===== src/design/ttsi_pkg.sv =====
// shared types and constants of the text to signed integer converter
package ttsi_pkg;

    // default bound on the consumed length
    localparam int unsigned TTSI_MAX_TEXT_LEN = 32'd65535;

    // field widths
    localparam int CHAR_W  = 8;
    localparam int BASE_W  = 6;
    localparam int VALUE_W = 64;
    localparam int POS_W   = 16;

    // input transaction payload
    typedef struct packed {
        logic [CHAR_W-1:0] ch;
        logic              start_req;
    } ttsi_in_t;

    // result transaction payload
    typedef struct packed {
        logic signed [VALUE_W-1:0] value;
        logic                      range_error;
        logic                      digits_seen;
        logic [POS_W-1:0]          end_offset;
    } ttsi_out_t;

    // datapath operations issued per character
    typedef enum logic [2:0] {
        OP_NONE,
        OP_SKIP,
        OP_NEG,
        OP_ZERO,
        OP_HEX,
        OP_TAKE,
        OP_FINISH
    } ttsi_op_t;

    // command from controller to datapath
    typedef struct packed {
        ttsi_op_t op;
        logic     first_char;
    } ttsi_cmd_t;

    // character classification from datapath to controller
    typedef struct packed {
        logic start;
        logic is_space;
        logic is_minus;
        logic is_plus;
        logic zero_prefix;
        logic is_x;
        logic ok_first;
        logic ok_take;
    } ttsi_stat_t;

endpackage


===== src/design/ttsi_ctrl.sv =====
// conversion phase controller and handshake control
module ttsi_ctrl (
    input  logic               aclk,
    input  logic               aresetn,
    input  logic               s_valid,
    output logic               s_ready,
    output logic               m_valid,
    input  logic               m_ready,
    input  ttsi_pkg::ttsi_stat_t stat,
    output ttsi_pkg::ttsi_cmd_t  cmd
);
    import ttsi_pkg::*;

    typedef enum logic [5:0] {
        ST_IDLE   = 6'b000001,
        ST_LEAD   = 6'b000010,
        ST_SIGNED = 6'b000100,
        ST_ZERO   = 6'b001000,
        ST_HEXPFX = 6'b010000,
        ST_DIGITS = 6'b100000
    } state_t;

    state_t state_reg, state_next, phase;
    logic   m_valid_reg, m_valid_next;
    logic   fire;

    // input taken whenever the result slot is free or being emptied
    assign s_ready = !m_valid_reg || m_ready;
    assign m_valid = m_valid_reg;
    assign fire    = s_valid && s_ready;
    assign phase   = stat.start ? ST_LEAD : state_reg;

    // phase transitions and datapath commands
    always_comb begin
        state_next     = state_reg;
        cmd.op         = OP_NONE;
        cmd.first_char = 1'b0;
        m_valid_next   = m_valid_reg && !m_ready;
        if (fire) begin
            state_next = phase;
            case (phase)
                ST_IDLE: begin
                    state_next = ST_IDLE;
                end
                ST_LEAD, ST_SIGNED: begin
                    if (phase == ST_LEAD && stat.is_space) begin
                        cmd.op = OP_SKIP;
                    end else if (phase == ST_LEAD && stat.is_minus) begin
                        cmd.op     = OP_NEG;
                        state_next = ST_SIGNED;
                    end else if (phase == ST_LEAD && stat.is_plus) begin
                        cmd.op     = OP_SKIP;
                        state_next = ST_SIGNED;
                    end else if (stat.zero_prefix) begin
                        cmd.op     = OP_ZERO;
                        state_next = ST_ZERO;
                    end else begin
                        cmd.first_char = 1'b1;
                        if (stat.ok_first) begin
                            cmd.op     = OP_TAKE;
                            state_next = ST_DIGITS;
                        end else begin
                            cmd.op     = OP_FINISH;
                            state_next = ST_IDLE;
                        end
                    end
                end
                ST_ZERO, ST_HEXPFX, ST_DIGITS: begin
                    if (phase == ST_ZERO && stat.is_x) begin
                        cmd.op     = OP_HEX;
                        state_next = ST_HEXPFX;
                    end else if (stat.ok_take) begin
                        cmd.op     = OP_TAKE;
                        state_next = ST_DIGITS;
                    end else begin
                        cmd.op     = OP_FINISH;
                        state_next = ST_IDLE;
                    end
                end
                default: begin
                    state_next = ST_IDLE;
                end
            endcase
        end
        if (cmd.op == OP_FINISH) begin
            m_valid_next = 1'b1;
        end
    end

    // control registers
    always_ff @(posedge aclk) begin
        if (!aresetn) begin
            state_reg   <= ST_IDLE;
            m_valid_reg <= 1'b0;
        end else begin
            state_reg   <= state_next;
            m_valid_reg <= m_valid_next;
        end
    end

endmodule


===== src/design/ttsi_datapath.sv =====
// character classification, accumulator, position counter and result register
module ttsi_datapath #(
    parameter int unsigned MAX_TEXT_LEN = ttsi_pkg::TTSI_MAX_TEXT_LEN
) (
    input  logic                        aclk,
    input  logic                        aresetn,
    input  logic                        cfg_valid,
    input  logic [ttsi_pkg::BASE_W-1:0] cfg_data,
    input  ttsi_pkg::ttsi_in_t          s_data,
    input  ttsi_pkg::ttsi_cmd_t         cmd,
    output ttsi_pkg::ttsi_stat_t        stat,
    output ttsi_pkg::ttsi_out_t         m_data
);
    import ttsi_pkg::*;

    typedef enum logic [1:0] {
        DS_NONE = 2'd0,
        DS_SEEN = 2'd1,
        DS_OVF  = 2'd2
    } dstat_t;

    localparam logic [POS_W-1:0] POS_CAP =
        (MAX_TEXT_LEN > 32'd65535) ? 16'hFFFF : POS_W'(MAX_TEXT_LEN);

    localparam logic [CHAR_W-1:0] CH_SPACE = 8'h20;
    localparam logic [CHAR_W-1:0] CH_TAB   = 8'h09;
    localparam logic [CHAR_W-1:0] CH_CR    = 8'h0D;
    localparam logic [CHAR_W-1:0] CH_MINUS = 8'h2D;
    localparam logic [CHAR_W-1:0] CH_PLUS  = 8'h2B;
    localparam logic [CHAR_W-1:0] CH_ZERO  = 8'h30;
    localparam logic [CHAR_W-1:0] CH_NINE  = 8'h39;
    localparam logic [CHAR_W-1:0] CH_UA    = 8'h41;
    localparam logic [CHAR_W-1:0] CH_UZ    = 8'h5A;
    localparam logic [CHAR_W-1:0] CH_LA    = 8'h61;
    localparam logic [CHAR_W-1:0] CH_LZ    = 8'h7A;
    localparam logic [CHAR_W-1:0] CH_UX    = 8'h58;
    localparam logic [CHAR_W-1:0] CH_LX    = 8'h78;

    localparam logic [BASE_W-1:0] NO_DIGIT = '1;
    localparam logic [BASE_W-1:0] BASE_2   = 6'd2;
    localparam logic [BASE_W-1:0] BASE_8   = 6'd8;
    localparam logic [BASE_W-1:0] BASE_10  = 6'd10;
    localparam logic [BASE_W-1:0] BASE_16  = 6'd16;
    localparam logic [BASE_W-1:0] BASE_36  = 6'd36;

    localparam logic [VALUE_W-1:0] POS_MAX = {1'b0, {(VALUE_W-1){1'b1}}};
    localparam logic [VALUE_W-1:0] NEG_MIN = {1'b1, {(VALUE_W-1){1'b0}}};

    localparam int WIDE_W = VALUE_W + BASE_W;

    // digit value of a character, all ones when it is no digit
    function automatic logic [BASE_W-1:0] digit_of(input logic [CHAR_W-1:0] c);
        logic [CHAR_W-1:0] t;
        begin
            t = '0;
            if (c >= CH_ZERO && c <= CH_NINE) begin
                t = c - CH_ZERO;
            end else if (c >= CH_UA && c <= CH_UZ) begin
                t = c - CH_UA + 8'd10;
            end else if (c >= CH_LA && c <= CH_LZ) begin
                t = c - CH_LA + 8'd10;
            end else begin
                t = {2'b00, NO_DIGIT};
            end
            digit_of = t[BASE_W-1:0];
        end
    endfunction

    function automatic logic base_ok(input logic [BASE_W-1:0] b);
        base_ok = (b >= BASE_2) && (b <= BASE_36);
    endfunction

    logic [BASE_W-1:0]  number_base_reg;
    logic [BASE_W-1:0]  active_base_reg, active_base_next;
    logic               negative_reg, negative_next;
    logic [VALUE_W-1:0] acc_reg, acc_next;
    dstat_t             dstat_reg, dstat_next;
    logic [POS_W-1:0]   pos_reg, pos_next;
    ttsi_out_t          result_reg, result_next;

    logic [BASE_W-1:0]  base_cur, first_base, take_base, digit;
    logic               neg_cur;
    logic [VALUE_W-1:0] acc_cur, cut;
    dstat_t             dstat_cur;
    logic [POS_W-1:0]   pos_cur;
    logic [WIDE_W-1:0]  prod, sum;
    logic               overflow;

    // state as seen by this character, cleared on a start request that also reloads the configured base
    assign base_cur  = s_data.start_req ? number_base_reg : active_base_reg;
    assign neg_cur   = s_data.start_req ? 1'b0 : negative_reg;
    assign acc_cur   = s_data.start_req ? '0 : acc_reg;
    assign dstat_cur = s_data.start_req ? DS_NONE : dstat_reg;
    assign pos_cur   = s_data.start_req ? '0 : pos_reg;

    // bases used for the first digit candidate and for later ones
    assign first_base = (base_cur == '0) ? BASE_10 : base_cur;
    assign take_base  = cmd.first_char ? first_base : base_cur;
    assign digit      = digit_of(s_data.ch);

    // character classification
    always_comb begin
        stat.start       = s_data.start_req;
        stat.is_space    = (s_data.ch == CH_SPACE) ||
                           (s_data.ch >= CH_TAB && s_data.ch <= CH_CR);
        stat.is_minus    = (s_data.ch == CH_MINUS);
        stat.is_plus     = (s_data.ch == CH_PLUS);
        stat.zero_prefix = (s_data.ch == CH_ZERO) &&
                           ((base_cur == '0) || (base_cur == BASE_16));
        stat.is_x        = (s_data.ch == CH_LX) || (s_data.ch == CH_UX);
        stat.ok_first    = base_ok(first_base) && (digit < first_base);
        stat.ok_take     = base_ok(base_cur) && (digit < base_cur);
    end

    // multiply-accumulate with overflow test against the signed bound
    assign cut      = neg_cur ? NEG_MIN : POS_MAX;
    assign prod     = WIDE_W'(acc_cur) * WIDE_W'(take_base);
    assign sum      = prod + WIDE_W'(digit);
    assign overflow = (dstat_cur == DS_OVF) || (sum > {{BASE_W{1'b0}}, cut});

    // next state per command
    always_comb begin
        active_base_next = active_base_reg;
        negative_next    = negative_reg;
        acc_next         = acc_reg;
        dstat_next       = dstat_reg;
        pos_next         = pos_reg;
        result_next      = result_reg;
        if (cmd.op != OP_NONE) begin
            active_base_next = base_cur;
            negative_next    = neg_cur;
            acc_next         = acc_cur;
            dstat_next       = dstat_cur;
            pos_next         = (pos_cur < POS_CAP) ? pos_cur + POS_W'(1) : pos_cur;
        end
        case (cmd.op)
            OP_NONE, OP_SKIP: begin
            end
            OP_NEG: begin
                negative_next = 1'b1;
            end
            OP_ZERO: begin
                active_base_next = (base_cur == '0) ? BASE_8 : BASE_16;
                acc_next         = '0;
                dstat_next       = DS_SEEN;
            end
            OP_HEX: begin
                active_base_next = BASE_16;
                acc_next         = '0;
                dstat_next       = DS_NONE;
            end
            OP_TAKE: begin
                active_base_next = take_base;
                if (overflow) begin
                    dstat_next = DS_OVF;
                end else begin
                    acc_next   = sum[VALUE_W-1:0];
                    dstat_next = DS_SEEN;
                end
            end
            OP_FINISH: begin
                if (dstat_cur == DS_OVF) begin
                    result_next.value = cut;
                end else begin
                    result_next.value = neg_cur ? -acc_cur : acc_cur;
                end
                result_next.range_error = (dstat_cur == DS_OVF);
                result_next.digits_seen = (dstat_cur != DS_NONE);
                result_next.end_offset  = (dstat_cur != DS_NONE) ? pos_cur : '0;
            end
            default: begin
            end
        endcase
    end

    // control state registers
    always_ff @(posedge aclk) begin
        if (!aresetn) begin
            number_base_reg <= '0;
            active_base_reg <= '0;
            negative_reg    <= 1'b0;
            acc_reg         <= '0;
            dstat_reg       <= DS_NONE;
            pos_reg         <= '0;
        end else begin
            if (cfg_valid) begin
                number_base_reg <= cfg_data;
            end
            active_base_reg <= active_base_next;
            negative_reg    <= negative_next;
            acc_reg         <= acc_next;
            dstat_reg       <= dstat_next;
            pos_reg         <= pos_next;
        end
    end

    // result payload register
    always_ff @(posedge aclk) begin
        result_reg <= result_next;
    end

    assign m_data = result_reg;

endmodule


===== src/design/text_to_signed_integer_saturating.sv =====
// top level of the streaming text to signed 64-bit integer converter
//
//   channel  direction  handshake              payload
//   s_       in         s_valid / s_ready      ch, start_req
//   m_       out        m_valid / m_ready      value, range_error, digits_seen, end_offset
//   cfg_     in         cfg_valid / cfg_ready  number_base (6 bits)
//
// one character per cycle while s_ready is high; the digit multiply-accumulate and overflow test
// complete in the cycle the character is taken
// a result appears in the output register the cycle after its terminating character
// s_ready drops only while a result waits and m_ready is low
// cfg_ready is always high; synchronous active-low reset clears base and phase
module text_to_signed_integer_saturating #(
    parameter int unsigned MAX_TEXT_LEN = ttsi_pkg::TTSI_MAX_TEXT_LEN
) (
    input  logic                        aclk,
    input  logic                        aresetn,
    input  logic                        cfg_valid,
    output logic                        cfg_ready,
    input  logic [ttsi_pkg::BASE_W-1:0] cfg_data,
    input  logic                        s_valid,
    output logic                        s_ready,
    input  ttsi_pkg::ttsi_in_t          s_data,
    output logic                        m_valid,
    input  logic                        m_ready,
    output ttsi_pkg::ttsi_out_t         m_data
);
    import ttsi_pkg::*;

    ttsi_cmd_t  cmd;
    ttsi_stat_t stat;

    assign cfg_ready = 1'b1;

    // phase controller
    ttsi_ctrl u_ctrl (
        .aclk    (aclk),
        .aresetn (aresetn),
        .s_valid (s_valid),
        .s_ready (s_ready),
        .m_valid (m_valid),
        .m_ready (m_ready),
        .stat    (stat),
        .cmd     (cmd)
    );

    // accumulator and result datapath
    ttsi_datapath #(
        .MAX_TEXT_LEN (MAX_TEXT_LEN)
    ) u_datapath (
        .aclk      (aclk),
        .aresetn   (aresetn),
        .cfg_valid (cfg_valid),
        .cfg_data  (cfg_data),
        .s_data    (s_data),
        .cmd       (cmd),
        .stat      (stat),
        .m_data    (m_data)
    );

endmodule


===== config.mk =====
export PLATFORM = sky130hd
export DESIGN_NAME = text_to_signed_integer_saturating
export DESIGN_NICKNAME = d
export VERILOG_FILES = /design/src/design/ttsi_pkg.sv /design/src/design/ttsi_ctrl.sv /design/src/design/ttsi_datapath.sv /design/src/design/text_to_signed_integer_saturating.sv
export SDC_FILE = /design/constraint.sdc
export NUM_CORES = 1
export LEC_CHECK = 0
export BUFFER_PORTS_ARGS = -buffer_cell sky130_fd_sc_hd__buf_4
export CAP_MARGIN = 20
export CORE_MARGIN = 10
export CORE_UTILIZATION = 40
export DETAILED_ROUTE_END_ITERATION = 10
export PLACE_DENSITY_LB_ADDON = 0.1
export SYNTH_ARGS = -nofsm -noshare
export SYNTH_HDL_FRONTEND = slang
export SYNTH_SLANG_ARGS = --single-unit

===== constraint.sdc =====
create_clock -name aclk -period 14.25 [get_ports aclk]
set_input_delay 0.7125 -clock aclk [delete_from_list [all_inputs] [get_ports aclk]]
set_output_delay 0.7125 -clock aclk [all_outputs]
set_load 0.02 [all_outputs]

# ---- Yosys cells after proc, flatten, opt, wreduce, memory -nomap -nowiden
# Index checks and enable logic that the tools add are counted.
dict set report totals {
  reg_bits 184
  latchBits 0
  mem_bits_rw 0
  rom_bits 0
  input_bits 20
  out_inout_bits 85
  word_cells 134
  mem_count 0
}
dict set report op_classes {
  n_addsub 8
  multipliers 1
  div 0
  magnitude_cmp 16
  n_eq_ne 18
  shift 0
  muxes 49
  bitwise_logic 0
  reduce_logical 30
}
# cell count
set op_table {}
lappend op_table {{$mux 64} 6}
lappend op_table {{$pmux 64 s2} 1}
lappend op_table {{$mux 6} 15}
lappend op_table {{$add 70x6->70} 1}
lappend op_table {{$gt 70x64->1} 1}
lappend op_table {{$mul 64x6->70} 1}
lappend op_table {{$neg 64->64} 1}
lappend op_table {{$eq 8x6->1 const B} 4}
lappend op_table {{$mux 16} 2}
lappend op_table {{$pmux 6 s3} 1}
lappend op_table {{$add 16x1->16 const B} 1}
lappend op_table {{$eq 8x7->1 const B} 2}
lappend op_table {{$ge 8x7->1 const B} 2}
lappend op_table {{$le 8x7->1 const B} 2}
lappend op_table {{$lt 16x16->1 const B} 1}
lappend op_table {{$logic_and 1x1->1} 15}
lappend op_table {{$mux 3} 5}
lappend op_table {{$add 6x4->6 const B} 2}
lappend op_table {{$eq 6x5->1 const B} 2}
lappend op_table {{$ge 6x2->1 const B} 2}
lappend op_table {{$le 6x6->1 const B} 2}
lappend op_table {{$lt 6x6->1} 2}
lappend op_table {{$pmux 6 s2} 1}
lappend op_table {{$sub 6x6->6 const B} 2}
lappend op_table {{26 further kinds} 48}

# ---- Logic depth before layout (Yosys ltp)
# Gate-level depths: netlist of run 1.
dict set report depth {
  depth_word 21
  depth_mapped 43
  ltp_nobuf 40
}

# ---- By module
# From an unflattened synthesis of run 1, not the netlist that was laid out.
dict set report unflattened {
  hier_cells 3047
  hier_area_um2 25283.0
}
# module n_inst cells_per_inst area_each_um2 seq_area_each_um2
set by_module_without_submodules {}
lappend by_module_without_submodules {ttsi_datapath 1 2966 24668.7 4364.2}
lappend by_module_without_submodules {ttsi_ctrl 1 79 603.1 140.1}
lappend by_module_without_submodules {text_to_signed_integer_saturating 1 2 11.3 0.0}

# ---- Worst setup path before layout of run 1
# No wires, ideal clock.
dict set report synth_timing {
  path_type {input-to-reg}
  startpoint {input s_data[5] (netlist bit)}
  endpoint {register u_datapath.acc_reg[50]}
  setup_ps 59
  t_arrival_ps 9771
  required_ps 14191
  slack_ps 4419
  path_stages 41
  n_path_buf 3
  path_cell_list {ha_1 or3b_1 a21o_1 a2111oi_2 nor4_1 nand3_1 nand2_1 clkbuf_1 and3_1 fa_1 inv_1 fa_1 inv_1 fa_1 inv_1 fa_1 inv_1 ha_1 [5 not listed] a21boi_0 o21ai_0 a21oi_1 o21ai_0 xor2_1 ha_1 nand4_1 nor4_1 nand4_1 or4_1 a21oi_1 a311o_1 nand3_1 nor4b_4 nor4b_2 buf_2 buf_2 a22o_1}
}
dict set report synth_between {
  elab_chain_cells 18
  word_cells_on_any_way 64
  classes_between {6 x add/sub; 1 x mul; 11 x order compare; 9 x eq/ne; 21 x mux; 16 x reduce/logical}
}
# element line
set synth_rtl {}
lappend synth_rtl {{start, declared} text_to_signed_integer_saturating.sv:23} ;# input ttsi_pkg::ttsi_in_t s_data,
lappend synth_rtl {{branches (longest 17 deep; another with $mul 64x6->70)} n/a}
lappend synth_rtl {{$pmux 64 s2 (*)} ttsi_datapath.sv:136} ;# case (cmd.op)
lappend synth_rtl {{end signal, assigned} ttsi_datapath.sv:191} ;# acc_reg <= acc_next;
lappend synth_rtl {{end, declared} ttsi_datapath.sv:76} ;# logic [VALUE_W-1:0] acc_reg, acc_next;
# Mark *: on every way between the ends.
# A chain may end at the register's enable or synchronous reset.

# ---- Worst setup path after layout of run 1
dict set report layout_timing {
  startpoint {register u_datapath.active_base_reg[2]}
  endpoint {register u_datapath.acc_reg[56]}
}
dict set report layout_between {
  elab_chain_cells 17
  word_cells_on_any_way 43
  classes_between {1 x add/sub; 1 x mul; 7 x order compare; 4 x eq/ne; 20 x mux; 10 x reduce/logical}
}
# element line
set layout_rtl {}
lappend layout_rtl {{start, declared} ttsi_datapath.sv:74} ;# logic [BASE_W-1:0] active_base_reg, active_base_next;
lappend layout_rtl {{start signal, assigned} ttsi_datapath.sv:189} ;# active_base_reg <= active_base_next;
lappend layout_rtl {{$mux 6 (*)} ttsi_datapath.sv:90} ;# assign base_cur = s_data.start_req ? number_base_reg : active_base_reg;
lappend layout_rtl {{$eq 6x5->1 or $logic_not 6->1 (tied branches)} {ttsi_datapath.sv:109, ttsi_datapath.sv:97}}
lappend layout_rtl {{$logic_or 1x1->1 or $mux 6 (tied branches)} {ttsi_datapath.sv:109, ttsi_datapath.sv:97}}
lappend layout_rtl {{$logic_and 1x1->1 (tied with other cells)} ttsi_datapath.sv:108} ;# stat.zero_prefix = (s_data.ch == CH_ZERO) &&
lappend layout_rtl {{$mux 1 or $logic_and 1x1->1 (tied branches)} {ttsi_ctrl.sv:54, ttsi_datapath.sv:70}}
lappend layout_rtl {{$mux 1 or $logic_and 1x1->1 (tied branches)} {ttsi_ctrl.sv:51, ttsi_datapath.sv:111}}
lappend layout_rtl {{$mux 1 or $mux 2 (tied branches)} {ttsi_ctrl.sv:48, ttsi_ctrl.sv:59}}
lappend layout_rtl {{$mux 1 or $mux 3 (tied branches)} {ttsi_ctrl.sv:46, ttsi_ctrl.sv:54}}
lappend layout_rtl {{$mux 1 or $mux 3 (tied branches)} {ttsi_ctrl.sv:41, ttsi_ctrl.sv:51}}
lappend layout_rtl {{$mux 4 or $mux 3 (tied branches)} {ttsi_ctrl.sv:39, ttsi_ctrl.sv:48}}
lappend layout_rtl {{$mux 6 or $mux 3 (tied branches)} {ttsi_datapath.sv:98, ttsi_ctrl.sv:46}}
lappend layout_rtl {{$mul 64x6->70 or $pmux 3 s2 (tied branches)} {ttsi_datapath.sv:117, ttsi_ctrl.sv:41}}
lappend layout_rtl {{$add 70x6->70 or $mux 4 (tied branches)} {ttsi_datapath.sv:118, ttsi_ctrl.sv:39}}
lappend layout_rtl {{$gt 70x64->1 or $reduce_bool 3->1 (tied branches)} {ttsi_datapath.sv:119, ttsi_datapath.sv:129}}
lappend layout_rtl {{$logic_or 1x1->1 or $mux 64 (tied branches)} {ttsi_datapath.sv:119, ttsi_datapath.sv:129}}
lappend layout_rtl {{$mux 64} ttsi_datapath.sv:154} ;# if (overflow) begin
lappend layout_rtl {{$pmux 64 s2 (*)} ttsi_datapath.sv:136}
# Mark *: on every way between the ends. The rest lies on a longest branch, timed or not.

==> impl_results.md, run 1 <==
- FMAX: 0.0827 GHz
- Fin Setup TNS: 0 ns
- Slew @ Worst Pin: 1.09 ns
- Unrepaired setup endpoints after global routing: false
- Vias in the first global route: 21600
- Resize count post-CTS: 0
- Total CTS buffers: 17
- Slew Viols, Final: 0
- Area leader, netlist: fa_1
- Post-detail-place hpwl: approximately 63000 µm
- Critical Path AT: 12.53 ns
- First-pass GRT wire length: 130000 µm
- CTS tree: built
- Final ANT Viol Nets: 0
- Iteration-0 DRC Markers: 1400
- Fill cells: 6032
- Critical Path Slowest Stage Cell: dfxtp_1
- Post-Route WL: a little over 80000 µm
- Tcrit/Tclk final: about 85%
- Seq cells post-synth: 184
- Seq. cell area: around 4500 µm²
- Setup bufs post-CTS: 0
- Synthesized area: between 20000 and 25000 µm²
- Reg clk slew, reported paths: 0.09 ns
- Layout Nets: 3363
- Yosys warns: 0
- Mapped Cells: between 2000 and 3000
- Cell Pwr Density: 47.6 nW/µm²
- GRT Overall Usage: 23.2%
- Crit start category: flop
- Worst-path maximum fanout: 34
- First drt pass iteration count: 5
- Die Y: 268 µm
- # IOs: around 110
- Synth area leaders: fa_1, ha_1, edfxtp_1
- Syn Nets: 3411
- CP top delay family: simple AND/OR/NAND/NOR gates
- CP Class: reg2reg
- EDFF count, synth: 82
- Bufs and invs on worst path: 4
- Clock Latency Late Sink: 0.51 ns
- Initial Utilization: just over 40%
- Clk_skew: 0.0176 ns
- Register-to-Register Path Depth: 37
- Slowest stage delay, CP: 0.88 ns
- Number of stages on the worst setup path: 37
- Total Die Area: 71700 µm²
- PortBufs: approximately 100
- Clock tree root driver cell: clkbuf_16
- Area grow syn2layout: 7.48%
- Setup WS post-layout: 2.16 ns
- Antenna violations before repair: 5
- WP data required: 14.69 ns
- Final hold violations: 0
- Worst Hold Path Cells: 2
- Max_cap viols: 0
- P_leak: 0.0122 µW
- Clk buf depth: 2
- Largest net degree at the start of global routing: 65
- Post-synthesis sequential area ratio: 18.3%
- Main synth FF type: dfxtp_1
- Area taken by multi-input logic gates: between 15000 and 20000 µm²
- Most frequent cells after synthesis: nand2_1, fa_1, a21oi_1
- Remaining DRCs: 0
- HP Class: in2reg
- Detailed-route via count: 21300
- # hold bufs at CTS: 0
- CP Capture Type: flop
- Count of different cell masters after synthesis: 92
- Slew HR: between 20% and 30%
- CTS Sinks: around 180
- Top-area cell type share of the netlist area: between 20% and 30%
- Num rows: 90
- Post-synthesis async set-or-reset flop share: 0%
- Routability cong.: 0.899
- Die Wd: between 200 and 300 µm
- Layout cell share with drive strength beyond 1: 7.23%
- Routed wire per std cell: 22.4 µm
- H-tree Lvls: 4
- Top-count cell post-synth: nand2_1
- Pre-CTS setup slack: 1.89 ns
- Antenna diodes: 0
- Max FFs per register: 82
- Maximum vdd ir drop: 80.6 µV
- Vias per cell: 5.82
- Syn_area_per_cell: between 8 and 9 µm²
- CORE AREA: between 60000 and 70000 µm²
- Grt total ovfl: 0
- Final setup viols: 0
- Clock period minus worst slack: 12.09 ns
- Status: finished, final reports clean
metrics by stage:
stage	power, µW	hold slack, ns	instance area (µm²)	util [%]	cells
3_3_place_gp	751	0.477	25800	42.6	3624
5_1_grt	1300	0.422	26400	43.6	3657
2_1_floorplan	687	0.455	24600	-	2910
4_1_cts	1270	0.395	26400	43.6	3656
6_report	1260	0.441	26400	43.6	3657
3_5_place_dp	754	0.489	25800	42.6	3624
kinds of logic (layout without fill, tap and decap cells):
logic type	after synthesis	count (layout)	synth area share, %
and+or+nand+nor	1049	1049	21.4
AOI/OAI and AO/OA	682	682	17.7
adders and majority gates	481	481	32.2
buffers and inverters	412	377	6.60
DFF	184	184	18.3
xor gates and xnor gates	73	73	2.60
muxes	28	28	1.17
other	1	1	0.0153
worst paths after layout:
check	from	to	slack, ns
worst max register to register	u_datapath.active_base_reg[2]	u_datapath.acc_reg[56]	2.16
worst min register to register	u_ctrl.state_reg[1]	u_ctrl.state_reg[1]	0.50
worst min-delay path	aresetn	u_ctrl.state_reg[0]	0.44
worst max-delay path	u_datapath.active_base_reg[2]	u_datapath.acc_reg[56]	2.16
cell usage in the layout, fill, tap and decap left out, drive strengths merged, types with 9 or more instances in the layout:
cell / n
a211oi: 10
a21o: 24
a21oi: 250
a22o: 64
a31oi: 30
and2: 187
and3: 23
buf: 133
clkbuf: 18
dfxtp: 102
edfxtp: 82
fa: 252
ha: 229
inv: 218
mux2i: 25
nand2: 319
nand2b: 18
nand3: 34
nand4: 42
nor2: 215
nor2b: 62
nor3: 55
nor3b: 33
nor4: 23
o211ai: 22
o21a: 14
o21ai: 115
o21bai: 22
o22ai: 56
o31ai: 14
or4: 9
xnor2: 44
xor2: 29
report_power, final:
| group | internal (µW) | switching [µW] | leakage [µW] |
|---|---|---|---|
| clock | 242 | 271 | 0.000294 |
| sequential | 557 | 8.99 | 0.00165 |
| combinational | 50.2 | 128 | 0.0102 |
| total | 849 | 407 | 0.0122 |
cell type report:
| cell class | count | area share [%] |
|---|---|---|
| Inverter | 212 | 3.02 |
| Clock inverter | 14 | 0.659 |
| Tap cell | 782 | 3.71 |
| Multi-Input combinational cell | 2314 | 70.1 |
| Clock buffer | 18 | 1.66 |
| Sequential cell | 184 | 17.1 |
| Timing Repair Buffer | 133 | 3.80 |
routing by layer:
| layer | global-route usage, % | part of all wire, % |
|---|---|---|
| met5 | 0 | 0 |
| met4 | 5.57 | 2.0 |
| met3 | 3.35 | 5.9 |
| met2 | 36.1 | 45 |
| met1 | 33.3 | 47 |
(Power assumes the default switching activity.)
==> inputs of run 2 (changes only) <==
--- a/config.mk
+++ b/config.mk
@@ -5,6 +5,7 @@
 export SDC_FILE = /design/constraint.sdc
 export NUM_CORES = 1
 export LEC_CHECK = 0
+export ABC_AREA = 1
 export BUFFER_PORTS_ARGS = -buffer_cell sky130_fd_sc_hd__buf_4
 export CAP_MARGIN = 20
 export CORE_MARGIN = 10
==> constraint.sdc (replaced) <==
create_clock -name aclk -period 9.9 [get_ports aclk]
set_input_delay 0.495 -clock aclk [delete_from_list [all_inputs] [get_ports aclk]]
set_output_delay 0.495 -clock aclk [all_outputs]
set_load 0.02 [all_outputs]
==> run 2 against run 1 <==
Effect of this change: cell count up 32%; cell area rose by 11%; clock-buffer cell count decreased by 1; clock skew rose by 0.0019 ns; area after synthesis increased by 9.5%; non-clock buffer count is 19 higher; critical path depth is 7 higher; register-to-register slack worse by 1.4 ns.
==> impl_results.md, run 2 <==
- Slew Viols, Final: 0
- Detailed-route via count: 25700
- Final ANT Viol Nets: 0
- FMAX: 0.109 GHz
- Post-Route WL: 96000 µm
- Slew HR: 24.4%
- Adder-cell area share of the yosys netlist: 29.4%
- Syn Nets: 4397
- CTS Sinks: 184
- Antenna violations before repair: 1
- Critical Path Slowest Stage Cell: fa_1
- CTS tree: built
- Clk_skew: 0.0195 ns
- Critical R2R Launch: u_datapath.number_base_reg[5]
- Worst Hold Path Cells: 3
- Synthesized area: 26900 µm²
- Highest-count cells in the layout ignoring fill and taps: nand2_1, inv_1, nor2_1
- Clk buf depth: 2
- Die Wd: around 280 µm
- Clock period minus worst slack: 9.20 ns
- Largest net degree at the start of global routing: slightly above 80
- Maximum vdd ir drop: 106 µV
- Layout cell share with drive strength beyond 1: 6.74%
- Hold Path Origin: cfg_data[0]
- Post-synthesis async set-or-reset flop share: 0%
- Syn_area_per_cell: 6.90 µm²
- Worst-path maximum fanout: 31
- Top-area cell type share of the netlist area: 18.8%
- Status: finished, final reports clean
- Total Die Area: a little under 80000 µm²
- Fill cells: 7149
- # IOs: 105
- Remaining DRCs: 0
- Area leader, netlist: fa_1
- CORE AREA: 66900 µm²
- Setup bufs post-CTS: 0
- Mapped Cells: 3896
- Placement Cell Area: 28500 µm²
- Post-synthesis sequential area ratio: 16.7%
- Vias in the first global route: 25400
- Antenna diodes: 0
- Commonest non-fill, non-tap cell in the layout: nand2_1
- Routed wire per std cell: 19.9 µm
- Clock Latency Late Sink: between 0.4 and 0.5 ns
- Tcrit/Tclk final: 92.9%
- Pre-CTS setup slack: 0.374 ns
- GRT Overall Usage: 24.6%
- Most frequent cells after synthesis: nand2_1, inv_1, nor2_1
- Finished Core Util: a little over two fifths
- Top-count cell post-synth: nand2_1
- Clock tree root driver cell: clkbuf_16
- Main combinational cell family by area after synthesis: adder cells
- Max FFs per register: 82
- Post-synthesis compound-gate area fraction: 11.7%
- XOR/XNOR share of the synthesized area: 2.05%
- H-tree Lvls: 4
- Yosys warns: 0
- Cell Pwr Density: 63.1 nW/µm²
- Seq cells post-synth: 184
- Slew @ Worst Pin: 1.13 ns
- CP Class: in2reg
- Total CTS buffers: 17
- Die Y: between 200 and 300 µm
- # hold bufs at CTS: 0
- Layout Nets: about 4400
- Num rows: 95
- Fin Setup TNS: 0 ns
- Min-Delay Endpoint: u_datapath.number_base_reg[0]
- Worst r2r dst: u_datapath.acc_reg[3]
- Critical Path AT: 9.52 ns
- Worst R2R Setup Slack: 0.73 ns
- Routability cong.: 0.999
- First-pass GRT wire length: roughly 150000 µm
- CP dominant cell by count: nand2_1
- Vias per cell: 5.33
- Iteration-0 DRC Markers: between 2000 and 2500
- Register-to-Register Path Depth: 42
- Post-synthesis mux area share: less than 1%
- Resize count post-CTS: 0
- CP Capture Type: flop
- Synth Area in Simple Gates: roughly 29%
- Count of different cell masters after synthesis: 62
- Final hold violations: 0
- P_leak: roughly 0.015 µW
- EDFF count, synth: 82
- Unrepaired setup endpoints after global routing: false
- Setup WS post-layout: 0.703 ns
- Area grow syn2layout: 8.58%
- First drt pass iteration count: 5
- WP data required: 10.23 ns
- Initial Utilization: 40.2%
- Synth area leaders: fa_1, nand2_1, ha_1
- Design area: 29200 µm²
- Reg clk slew, reported paths: around 0.080 ns
- Final setup viols: 0
- HP Class: in2reg
- Post-detail-place hpwl: 75500 µm
- PortBufs: 103
- Grt total ovfl: 0
- Main synth FF type: dfxtp_1
- Slowest stage delay, CP: 0.53 ns
- Max_cap viols: 0
- Crit start category: input pin
==> run 2: cell types whose count changed after synthesis, sizes merged, moves of 31 or more <==
cell,delta
nand2,+513
inv,+407
nor2,+393
and2,-187
nand3,+182
o21ai,+105
clkbuf,-77
or2,+67
a22o,-64
nor2b,-62
o22ai,-54
nor3b,-31
==> run 2: worst max-delay path, delay by kind of cell <==
kind / cells / cell delay [ns]
xor gates and xnor gates: 1 / 0.32
buffers and inverters: 10 / 1.73
adders and majority gates: 6 / 2.57
AOI/OAI and AO/OA: 6 / 1.35
and+or+nand+nor: 21 / 2.98
==> run 2: worst max-delay path by stage <==
stage | to | startpoint
after global routing | u_datapath.acc_reg[14] | s_data[0]
after detailed placement | u_datapath.acc_reg[6] | s_data[0]
after CTS | u_datapath.acc_reg[6] | u_ctrl.state_reg[4]
after floorplan | u_datapath.acc_reg[23] | s_data[1]
final | u_datapath.acc_reg[3] | s_data[0]
after global placement | u_datapath.acc_reg[5] | s_data[0]
==> run 2: area by class of cell <==
type                    instances  area, µm²  share of cell area, %
multi-input cells            2954      19400                   66.6
flip-flops and latches        184       4500                   15.4
inverters                     624       2350                   8.05
repair buffers                152       1170                   4.02
well taps                     873       1090                   3.74
clock buffers                  17        425                   1.46
clock inverters                15        218                  0.745
==> run 2: kinds of logic (layout without fill, tap and decap cells) <==
family | Yosys count | after routing
compound gates | 573 | 573
other cells | 1 | 1
buf+inv | 758 | 808
fa+ha+maj | 481 | 481
xor+xnor | 63 | 63
flops | 184 | 184
mux | 1 | 1
simple gates | 1835 | 1835
==> run 2: report_power, final <==
part           total [µW]  internal, µW  switching [µW]
clock network         779           359             420
logic                 263          65.9             197
registers             802           797            4.44
total                1840          1220             622
==> run 2: through the flow <==
step	power [µW]	std cells	hold WS, ns
floorplan	985	3896	0.446
global placement	1080	4785	0.472
detailed placement	1080	4785	0.474
CTS	1860	4817	0.220
global route	1910	4819	0.257
finish	1840	4819	0.242
==> run 2: layer usage <==
metal / GRT usage, % / vias to the layer above / share of wire [%]
li1: - / 12400 / -
met1: 34.6 / 12300 / 46
met2: 38.3 / 898 / 44
met3: 3.73 / 131 / 7.4
met4: 7.25 / 0 / 2.7
met5: 0 / - / 0
==> inputs of run 3 (changes only) <==
--- a/config.mk
+++ b/config.mk
@@ -11,7 +11,9 @@
 export CORE_MARGIN = 10
 export CORE_UTILIZATION = 40
 export DETAILED_ROUTE_END_ITERATION = 10
+export GPL_ROUTABILITY_DRIVEN = 0
 export PLACE_DENSITY_LB_ADDON = 0.1
+export RECOVER_POWER = 25
 export SYNTH_ARGS = -nofsm -noshare
 export SYNTH_HDL_FRONTEND = slang
 export SYNTH_SLANG_ARGS = --single-unit
==> run 3 against run 2 <==
Effect of this change: clock power down 2.7%; sequential power barely moved; register-to-register slack got worse by 0.06 ns; combinational power is essentially flat; worst hold slack gained 0.011 ns; die area unchanged; via count rose by 0.60%; critical endpoint is now u_datapath.acc_reg[13].
==> impl_results.md, run 3 (synthesis results as in run 2) <==
- Final ANT Viol Nets: 0
- First drt pass iteration count: 8
- Post-detail-place hpwl: 74400 µm
- Tcrit/Tclk final: 93.8%
- Cell Pwr Density: around 63 nW/µm²
- Area grow syn2layout: 7.45%
- Max FFs per register: 82
- Status: finished, final reports clean
- Highest-count cells in the layout ignoring fill and taps: nand2_1, inv_1, nor2_1
- Final hold violations: 0
- Largest net degree at the start of global routing: 81
- Layout cell share with drive strength beyond 1: 4.87%
- Antenna violations before repair: 0
- WP data required: 10.19 ns
- CORE AREA: 66900 µm²
- Pre-CTS setup slack: 0.377 ns
- Clock Latency Late Sink: 0.47 ns
- Setup WS post-layout: approximately 0.6 ns
- CTS Sinks: 184
- Fill cells: 7205
- Slew Viols, Final: 0
- Register-to-Register Path Depth: 43
- Worst-path maximum fanout: 46
- Antenna diodes: 0
- First-pass GRT wire length: 148000 µm
- P_leak: 0.0145 µW
- # hold bufs at CTS: 0
- Clk_skew: 0.0246 ns
- Clock tree root driver cell: clkbuf_16
- CP dominant cell by count: nand2_1
- Iteration-0 DRC Markers: 2244
- Total Die Area: 78000 µm²
- Slew HR: 23.6%
- Reg clk slew, reported paths: 0.08 ns
- Crit start category: input pin
- Critical Path AT: 9.58 ns
- Remaining DRCs: 0
- Layout Nets: 4429
- Unrepaired setup endpoints after global routing: false
- Detailed-route via count: 25900
- Setup bufs post-CTS: 0
- Routed wire per std cell: 19.7 µm
- CP Class: in2reg
- Vias in the first global route: 25100
- Commonest non-fill, non-tap cell in the layout: nand2_1
- CP Capture Type: flop
- Critical Path Slowest Stage Cell: fa_1
- # IOs: 105
- PortBufs: between 100 and 150
- Clock period minus worst slack: ~9.3 ns
- Num rows: 95
- Fin Setup TNS: 0 ns
- Slew @ Worst Pin: 1.14 ns
- Total CTS buffers: 17
- Resize count post-CTS: 0
- GRT Overall Usage: between 20% and 30%
- Post-Route WL: 95000 µm
- Vias per cell: between 5 and 6
- Die Y: 279 µm
- Clk buf depth: 2
- FMAX: 0.108 GHz
- Grt total ovfl: 0
- CTS tree: built
- Max_cap viols: 0
- Slowest stage delay, CP: 0.61 ns
- Initial Utilization: 40.2%
- Die Wd: about 280 µm
- Worst Hold Path Cells: 3
- Maximum vdd ir drop: 117 µV
- H-tree Lvls: 4
- HP Class: in2reg
- Final setup viols: 0
## run 3: cell count changes in the layout (fill, tap and decap cells not counted), moves of 2 or more
cell / change
buf_4: -72
clkbuf_1: +68
inv_12: -2
buf_6: -2
clkinv_4: +2
## run 3: final timing paths
path	start	end	slack, ns
hold / removal	cfg_data[0]	u_datapath.number_base_reg[0]	0.25
hold reg to reg	u_datapath.pos_reg[5]	u_datapath.pos_reg[5]	0.49
setup reg to reg	u_ctrl.state_reg[4]	u_datapath.acc_reg[13]	0.67
setup / recovery	s_data[1]	u_datapath.acc_reg[13]	0.61
## run 3: report_power, final
part	internal (µW)	total, µW	switching (µW)
sequential	797	801	4.31
clock	353	758	405
combinational	64.0	260	196
## run 3: per-stage QoR
step | area [µm²] | total power, µW | hold slack, ns | utilization [%] | cells
6_report | 28900 | 1820 | 0.252 | 43.2 | 4814
5_1_grt | 28900 | 1880 | 0.266 | 43.2 | 4814
4_1_cts | 29200 | 1830 | 0.237 | 43.6 | 4814
3_5_place_dp | 28500 | 1080 | 0.472 | 42.6 | 4782
3_3_place_gp | 28500 | 1080 | 0.471 | 42.6 | 4782
2_1_floorplan | 26900 | 985 | 0.446 | - | 3896
## run 3: final cells by class
| class | instances | area (µm²) | share of cell area [%] |
|---|---|---|---|
| well taps | 873 | 1090 | 3.78 |
| flip-flops and latches | 184 | 4500 | 15.6 |
| clock buffers | 17 | 425 | 1.47 |
| repair buffers | 147 | 886 | 3.07 |
| inverters | 624 | 2350 | 8.13 |
| multi-input cells | 2954 | 19400 | 67.2 |
| clock inverters | 15 | 208 | 0.719 |
## run 3: layer usage
metal,share of wire (%),up-vias,GRT usage (%)
li1,-,12400,-
met1,46,12400,34.0
met5,0,-,0
met4,2.5,0,6.74
met2,44,938,37.7
met3,7.8,127,4.21
## run 3: critical path, delay by kind of cell
kind	cells	cell delay [ns]
buffers and inverters	6	1.10
and+or+nand+nor	24	4.49
adders and majority gates	7	2.85
AOI/OAI and AO/OA	5	0.57
